`src/sv/ralm_pkg.sv`:
```
// ----------------------------------------------------------------------------
// ralm_pkg
// types, constants and codes shared by the register ace lifetime monitor
// ----------------------------------------------------------------------------
`default_nettype none

package ralm_pkg;

   // default configuration of the monitor
   localparam int DEF_REGS_PER_CLASS = 128;
   localparam int DEF_NUM_CLASSES    = 3;
   localparam int DEF_TIME_WIDTH     = 48;

   // fixed widths of the result fields
   localparam int CYCLES_W = 48;
   localparam int TOTAL_W  = 64;
   localparam int LIVE_W   = 9;

   // event codes
   typedef enum logic [2:0] {
      CMD_TICK   = 3'd0,
      CMD_WRITE  = 3'd1,
      CMD_READ   = 3'd2,
      CMD_CREAD  = 3'd3,
      CMD_ALLOC  = 3'd4,
      CMD_FREE   = 3'd5,
      CMD_BEGIN  = 3'd6,
      CMD_END    = 3'd7
   } ralm_cmd_type;

   // controller states
   typedef enum logic [1:0] {
      ST_CLEAR = 2'd0,
      ST_IDLE  = 2'd1,
      ST_EXEC  = 2'd2
   } ralm_state_type;

   typedef struct packed {
      logic [2:0] command;
      logic [1:0] reg_class;
      logic [6:0] reg_index;
   } ralm_req_type;

   typedef struct packed {
      logic                window_active;
      logic [CYCLES_W-1:0] window_cycles;
      logic [TOTAL_W-1:0]  class_ace_total;
      logic [TOTAL_W-1:0]  class_commit_ace_total;
      logic [LIVE_W-1:0]   live_registers;
   } ralm_rsp_type;

   // per-entry lifetime flags
   typedef struct packed {
      logic cread;
      logic read;
      logic value;
   } ralm_flags_type;

   // controller to datapath
   typedef struct packed {
      logic clear_step;
      logic load;
      logic exec;
   } ralm_ctl_type;

   // datapath to controller
   typedef struct packed {
      logic clear_last;
   } ralm_sts_type;

endpackage

`default_nettype wire

```
`src/sv/ralm_ctrl.sv`:
```
// ----------------------------------------------------------------------------
// ralm_ctrl
// sequencer: flag clearing sweep, item load, execute, result handshake
// ----------------------------------------------------------------------------
`default_nettype none

module ralm_ctrl (
   input  wire                    clock,
   input  wire                    reset,
   input  wire                    req_valid,
   output logic                   req_stall,
   output logic                   rsp_valid,
   input  wire                    rsp_stall,
   output ralm_pkg::ralm_ctl_type ctl,
   input  ralm_pkg::ralm_sts_type sts
);

   ralm_pkg::ralm_state_type state_ff, state_in;
   logic                     rsp_valid_ff, rsp_valid_in;
   logic                     slot_free;

   assign slot_free = !rsp_valid_ff || !rsp_stall;

   // next state
   always_comb begin
      state_in = state_ff;
      unique case (state_ff)
         ralm_pkg::ST_CLEAR: begin
            if (sts.clear_last) begin
               state_in = ralm_pkg::ST_IDLE;
            end
         end
         ralm_pkg::ST_IDLE: begin
            if (req_valid) begin
               state_in = ralm_pkg::ST_EXEC;
            end
         end
         ralm_pkg::ST_EXEC: begin
            if (slot_free) begin
               state_in = ralm_pkg::ST_IDLE;
            end
         end
         default: begin
            state_in = ralm_pkg::ST_CLEAR;
         end
      endcase
   end

   // outputs
   always_comb begin
      ctl       = '0;
      req_stall = 1'b1;
      unique case (state_ff)
         ralm_pkg::ST_CLEAR: begin
            ctl.clear_step = 1'b1;
         end
         ralm_pkg::ST_IDLE: begin
            req_stall = 1'b0;
            ctl.load  = req_valid;
         end
         ralm_pkg::ST_EXEC: begin
            ctl.exec = slot_free;
         end
         default: begin
         end
      endcase
   end

   always_comb begin
      if (ctl.exec) begin
         rsp_valid_in = 1'b1;
      end else begin
         rsp_valid_in = rsp_valid_ff && rsp_stall;
      end
   end

   always_ff @(posedge clock) begin
      if (reset) begin
         state_ff     <= ralm_pkg::ST_CLEAR;
         rsp_valid_ff <= 1'b0;
      end else begin
         state_ff     <= state_in;
         rsp_valid_ff <= rsp_valid_in;
      end
   end

   assign rsp_valid = rsp_valid_ff;

   // an accepted beat always moves the sequencer to execute
   a_load_then_exec: assert property (@(posedge clock) disable iff (reset)
      (req_valid && !req_stall) |=> (state_ff == ralm_pkg::ST_EXEC))
      else $error("accepted beat not followed by execute");

   // never overwrite a result that is still waiting
   a_exec_slot_free: assert property (@(posedge clock) disable iff (reset)
      ctl.exec |-> (!rsp_valid_ff || !rsp_stall))
      else $error("result register overwritten while stalled");

   // every execute produces a result beat
   a_exec_gives_rsp: assert property (@(posedge clock) disable iff (reset)
      ctl.exec |=> rsp_valid_ff)
      else $error("execute without result beat");

   // no beat taken during the flag sweep
   a_clear_blocks: assert property (@(posedge clock) disable iff (reset)
      (state_ff == ralm_pkg::ST_CLEAR) |-> (req_stall && !ctl.load))
      else $error("beat accepted during flag clear");

endmodule

`default_nettype wire

```
`config.mk`:
```
export PLATFORM = sky130hd
export DESIGN_NAME = ralm_ctrl
export DESIGN_NICKNAME = d
export VERILOG_FILES = /design/src/sv/ralm_pkg.sv /design/src/sv/ralm_ctrl.sv
export SDC_FILE = /design/constraint.sdc
export NUM_CORES = 1
export LEC_CHECK = 0
export BUFFER_PORTS_ARGS = -buffer_cell sky130_fd_sc_hd__buf_2
export CORE_AREA = 2 2 39 41
export CTS_CLUSTER_DIAMETER = 40
export DETAILED_ROUTE_END_ITERATION = 8
export DIE_AREA = 0 0 41 43
export PLACE_DENSITY = 0.3
export SYNTH_ARGS = -nofsm -noshare
export SYNTH_HDL_FRONTEND = slang
export SYNTH_SLANG_ARGS = --single-unit
```
`constraint.sdc`:
```
create_clock -name clock -period 1.6 [get_ports clock]
set_clock_uncertainty 0.15 [all_clocks]
set_input_delay 0.08 -clock clock [delete_from_list [all_inputs] [get_ports clock]]
set_output_delay 0.08 -clock clock [all_outputs]
set_load 0.02 [all_outputs]
```
==> results of run 1 <==
-- logic make-up (layout without fill, tap and decap cells) --
logic type | Yosys count | count (layout)
AO/OA/AOI/OAI | 4 | 4
AND/OR/NAND/NOR | 9 | 9
flip-flops | 3 | 3
buffers and inverters | 0 | 17
-- what timing repair did --
item,4_1_cts,5_1_grt
resized for setup,0,1
hold buffers,4,0
hold endpoints to repair,3,0
endpoints found under the setup margin,0,1
-- report_power, final --
part / internal [mW] / switching (mW)
clock network: 0.0933 / 0.0363
registers: 0.0797 / 0.00557
logic: 0.0223 / 0.0222
-- critical path: stages (launching register included) --
cell and delay [ns]:
sky130_fd_sc_hd__dfxtp_2 0.36, sky130_fd_sc_hd__or2b_1 0.25, sky130_fd_sc_hd__a21oi_1 0.14, sky130_fd_sc_hd__dlygate4sd3_1 0.56
-- area by class of cell --
cell class / count / area, sq um / share of cell area (%)
well taps: 16 / 20.02 / 7.111
multi-input cells: 13 / 88.84 / 31.56
repair buffers: 13 / 85.08 / 30.22
clock buffers: 4 / 26.28 / 9.333
flip-flops and latches: 3 / 61.31 / 21.78
-- routing by layer --
layer	wire, um	up-vias
met5	0	-
met4	0	0
met3	55	0
met2	153	7
met1	176	75
li1	-	94
-- path summary, 6_finish.rpt --
path / end / depth (start not counted) / slack, ns / startpoint
setup / recovery: rsp_valid / 3 / 0.08 / state_ff[1]
hold / removal: state_ff[0] / 3 / 0.08 / rsp_stall
setup reg to reg: rsp_valid / 3 / 0.08 / state_ff[1]
hold reg to reg: state_ff[0] / 2 / 0.41 / state_ff[1]
-- cells in the final DEF, fill, tap and decap left out, types with 2 or more instances in the layout --
cell and count:
sky130_fd_sc_hd__dlygate4sd3_1 4, sky130_fd_sc_hd__clkbuf_4 3, sky130_fd_sc_hd__nor2_1 2, sky130_fd_sc_hd__buf_2 9, sky130_fd_sc_hd__dfxtp_1 2, sky130_fd_sc_hd__a21oi_1 2
-- sequential cells by signal, indices dropped and copies added, names as in the netlist --
register / count
state_ff: 2
rsp_valid: 1
-- through the flow --
| step | total power, mW | instance area, sq um | util (%) | setup slack, ns | cells |
|---|---|---|---|---|---|
| after global placement | 0.1260 | 214.0 | 15.46 | 0.3507 | 41 |
| final | 0.2594 | 281.5 | 20.34 | 0.08290 | 49 |
| after CTS | 0.2676 | 280.3 | 20.25 | 0.03468 | 49 |
| after detailed placement | 0.1245 | 214.0 | 15.46 | 0.3998 | 41 |
| after floorplan | 0.1074 | 148.9 | - | 0.4056 | 16 |
| after global routing | 0.2788 | 281.5 | 20.34 | 0.01536 | 49 |
==> results.ini, run 1 <==
[run_status]
outcome=finished clean

[placed_design]
place.gp.congestion=0.6010
port_buffers=9
dp_hpwl_um=299.8

[drt]
detail_route.vias_per_cell=3.592
firstDrtPassIters=2
remaining_drc_errors=0
antenna_violating_nets_post_route=0
route.final.wire_length_um=385
wl_per_cell_um=7.857
dr_total_vias=176
dr.first_iter.drc_count=3

[worst_setup_path]
worstPathRequired_ns=1.62
timing.critical_path.arrival_ns=1.54
cp-start-kind=flop
crit_fanout=8
category_of_the_most_critical_setup_path=reg -> reg
end_kind=flop

[clock_tree]
post_cts.repair.setup_buffers=0
clk_transition_reported_paths_ns=0.04
worstSkewPairLatency_ns=0.23
tritoncts=built
htree_levels=1
cts_inserted_buffers=3
cts.root.buffer_cell=sky130_fd_sc_hd__clkbuf_4
cts.path.max_buffers=2
cts_num_sinks=3

[yosys]
post_synth_most_frequent_cells=3 x sky130_fd_sc_hd__dfxtp_1, 2 x sky130_fd_sc_hd__a21oi_1, 2 x sky130_fd_sc_hd__nor2_1
synthMostInstantiatedCell=sky130_fd_sc_hd__dfxtp_1
synth-warning-count=0
post_synth_main_area_contributors=sky130_fd_sc_hd__dfxtp_1 40%, sky130_fd_sc_hd__a21oi_1 6.7%, sky130_fd_sc_hd__and4b_1 6.7%
synth_top_flop_cell=sky130_fd_sc_hd__dfxtp_1
compound_gate_fraction_of_synth_area_pct=19.33
largest_family_of_logic_cells_by_synthesized_area=simple AND/OR/NAND/NOR gates
post_synth_num_cell_types=12
seq_area_frac_synth_pct=40.34
syn_nets=21
netlist.top_cell.by_area=sky130_fd_sc_hd__dfxtp_1
synth_mux_area_share_pct=0
synth-edff-count=0
syn_area_sq_um=148.9
asyncSetResetFlopFracSynth_pct=0
synthXorXnorAreaFrac_pct=0
synthCells=16
postSynthRegisterBits=3
post_synth_and_or_nand_nor_area_fraction_pct=40.34
synth_top_area_share_pct=40.34
area_share_of_fa_ha_maj_cells_after_synthesis_pct=0
syn_area_per_cell_sq_um=9.306

[sta]
final_min_period_over_clock_period_pct=94.82
rsz0062_at_grt=no
finalSetupViolations=0
timing_max_transition_violations_final=0
whs_ns=0.07520
max-slew-margin-rel_pct=81.97
timing_hold_violations_final=0
setup_total_negative_slack_ns=0
worstMarginPinSlew_ns=0.2669
timing.final.crit_period_ns=1.517
maxClockFrequency_mhz=659.2

[grt]
gr-max-usage-layer=met3
grt_antenna_before_repair=0
met1_usage_in_global_routing_pct=5.769
grt_start_max_net_pins=9
global_route.overflow_total=0
first_global_vias=149
grt_util_all_layers_pct=5.817
met2_demand_to_capacity_share_in_global_routing_pct=5.938
global_route_wire_length_before_repair_um=593
global_route.usage.met3_pct=7.853

[min_path]
timing.hold.worst.class=in -> reg

[power_and_ir_drop]
ir_worst_vdd_mv=0.2318
leakage_nw=0.1345
power_per_cell_area_nw_per_um2=921.6

[final_layout]
drive_above_1_share_pct=42.42
flow.area_growth_from_synthesis_pct=89.08
n_fill_cell=170
fin_nets=39
insertedDiodeCount=0

[floorplan]
chipWidth_um=41
top_level_ports=10
core_area_sq_um=1384
num_rows=14
floorplan.die_area_sq_um=1763
fp.dieH_um=43
start_util_pct=10.76

[job]
maxCapViolCount=0

No activity file was read; power rests on OpenSTA's default activity.
==> run 2: changes to the inputs <==
Settings changed: CELL_PAD_IN_SITES_DETAIL_PLACEMENT from default to 0, CELL_PAD_IN_SITES_GLOBAL_PLACEMENT from default to 1, PLACE_DENSITY 0.3 to 0.35.
==> results.ini, run 2 (synthesis gave the netlist of run 1 again) <==
[run_status]
outcome=finished clean

[sta]
timing_hold_violations_final=0
final_min_period_over_clock_period_pct=94.37
timing_max_transition_violations_final=0
setup_total_negative_slack_ns=0
finalSetupViolations=0
rsz0062_at_grt=no
timing.final.crit_period_ns=1.510
maxClockFrequency_mhz=662.3
max-slew-margin-rel_pct=83.14
worstMarginPinSlew_ns=0.2496

[final_layout]
largest_register_ff_count=2
mostFrequentLayoutCell=sky130_fd_sc_hd__buf_2
n_fill_cell=158
post-route-cell-area_sq_um=281.5
fin_nets=39
layout_common_cells=9 x sky130_fd_sc_hd__buf_2, 4 x sky130_fd_sc_hd__dlygate4sd3_1, 3 x sky130_fd_sc_hd__clkbuf_4
final_cell_count_no_fill=49
drive_above_1_share_pct=42.42
flow.area_growth_from_synthesis_pct=89.08
registers.top_by_ff_count=state_ff
utilization_pct=20.34
insertedDiodeCount=0

[drt]
wl_per_cell_um=8.449
dr.first_iter.drc_count=1
antenna_violating_nets_post_route=0
remaining_drc_errors=0
route.final.wire_length_um=414
detail_route.vias_per_cell=3.633
firstDrtPassIters=2
dr_total_vias=178

[worst_setup_path]
timing.critical_path.arrival_ns=1.53
cp-start-kind=flop
crit_chain=or2b_1 -> a21oi_1 -> dlygate4sd3_1
cp_num_buf_inv=1
crit_fanout=8
critPathTopFamily=buffers and inverters
end_kind=flop
timing.critical_path.slowest_cell_delay_ns=0.55
worstPathRequired_ns=1.62
category_of_the_most_critical_setup_path=reg -> reg
crit_slowest_cell=sky130_fd_sc_hd__dlygate4sd3_1

[job]
maxCapViolCount=0

[floorplan]
start_util_pct=10.76
core_area_sq_um=1384
fp.dieH_um=43
top_level_ports=10
chipWidth_um=41
num_rows=14
floorplan.die_area_sq_um=1763

[clock_tree]
cts_inserted_buffers=3
worstSkewPairLatency_ns=0.23
clk_transition_reported_paths_ns=0.04
htree_levels=1
tritoncts=built
cts.path.max_buffers=2
cts.root.buffer_cell=sky130_fd_sc_hd__clkbuf_4
cts_num_sinks=3

[placed_design]
port_buffers=9
place.detailed.instances=41
place.gp.congestion=0.6995
dpl-instance-area_sq_um=214.0

[power_and_ir_drop]
power_per_cell_area_nw_per_um2=927.0
share_comb_of_total_power_pct=17.2
power_report.internal_total_uw=195.3
p_switching_uw=65.63
clockPowerShare_pct=50.0
sequentialPowerShare_pct=32.7
leakage_nw=0.1345
switching_share_pct=25.15
ir_worst_vdd_mv=0.2319

[min_path]
timing.hold.worst.class=in -> reg

[grt]
grt_antenna_before_repair=0
grt_start_max_net_pins=9
first_global_vias=162
global_route_wire_length_before_repair_um=696
grt_util_all_layers_pct=6.319
global_route.overflow_total=0

-- run 2: final timing paths --
check | from | endpoint | slack, ns | cells after the start
hold reg to reg | state_ff[0] | state_ff[0] | 0.41 | 1
setup reg to reg | state_ff[1] | rsp_valid | 0.09 | 3
setup / recovery | state_ff[1] | rsp_valid | 0.09 | 3
hold / removal | rsp_stall | state_ff[0] | 0.08 | 3
-- run 2: power groups by stage --
stage                     clock [mW]  sequential (mW)  combinational [mW]
after detailed placement           0           0.0862              0.0385
after floorplan                    0           0.0857              0.0217
after CTS                      0.137           0.0850              0.0452
after global placement             0           0.0867              0.0389
after global routing           0.149           0.0867              0.0487
final                          0.131           0.0855              0.0450
-- run 2: layout make-up --
type / instances / area (sq um) / area share, %
clock buffer: 4 / 26.28 / 9.333
multi-input combinational: 13 / 88.84 / 31.56
sequential: 3 / 61.31 / 21.78
tap: 16 / 20.02 / 7.111
timing repair buffer: 13 / 85.08 / 30.22
-- run 2: worst reg2reg max path, delay by kind of cell, from the launching register on --
kind            cells  cell delay (ns)
buf+inv             1             0.55
compound gates      1             0.14
simple gates        1             0.25
flops               1             0.36
-- run 2: through the flow --
step	total power, mW	hold WS [ns]	worst slack (ns)
2_1_floorplan	0.1074	-0.0009342	0.4056
3_3_place_gp	0.1256	0.1455	0.3911
3_5_place_dp	0.1246	0.1487	0.4120
4_1_cts	0.2672	0.07241	0.04077
5_1_grt	0.2848	0.09262	0.01587
6_report	0.2610	0.07998	0.09008
-- run 2: per-layer routing --
metal | track usage, % | routed length [um] | vias to the layer above
li1 | - | - | 94
met1 | 7.372 | 172 | 80
met2 | 6.875 | 214 | 4
met3 | 3.141 | 28 | 0
met4 | 8.000 | 0 | 0
met5 | 0 | 0 | -
-- run 2: repair_timing --
| action | 4_1_cts | 5_1_grt |
|---|---|---|
| hold buffers | 4 | 0 |
| endpoints found under the setup margin | 0 | 1 |
| gates resized for setup | 0 | 1 |
| endpoints found under the hold margin | 2 | 0 |
| buffers inserted | 0 | 0 |
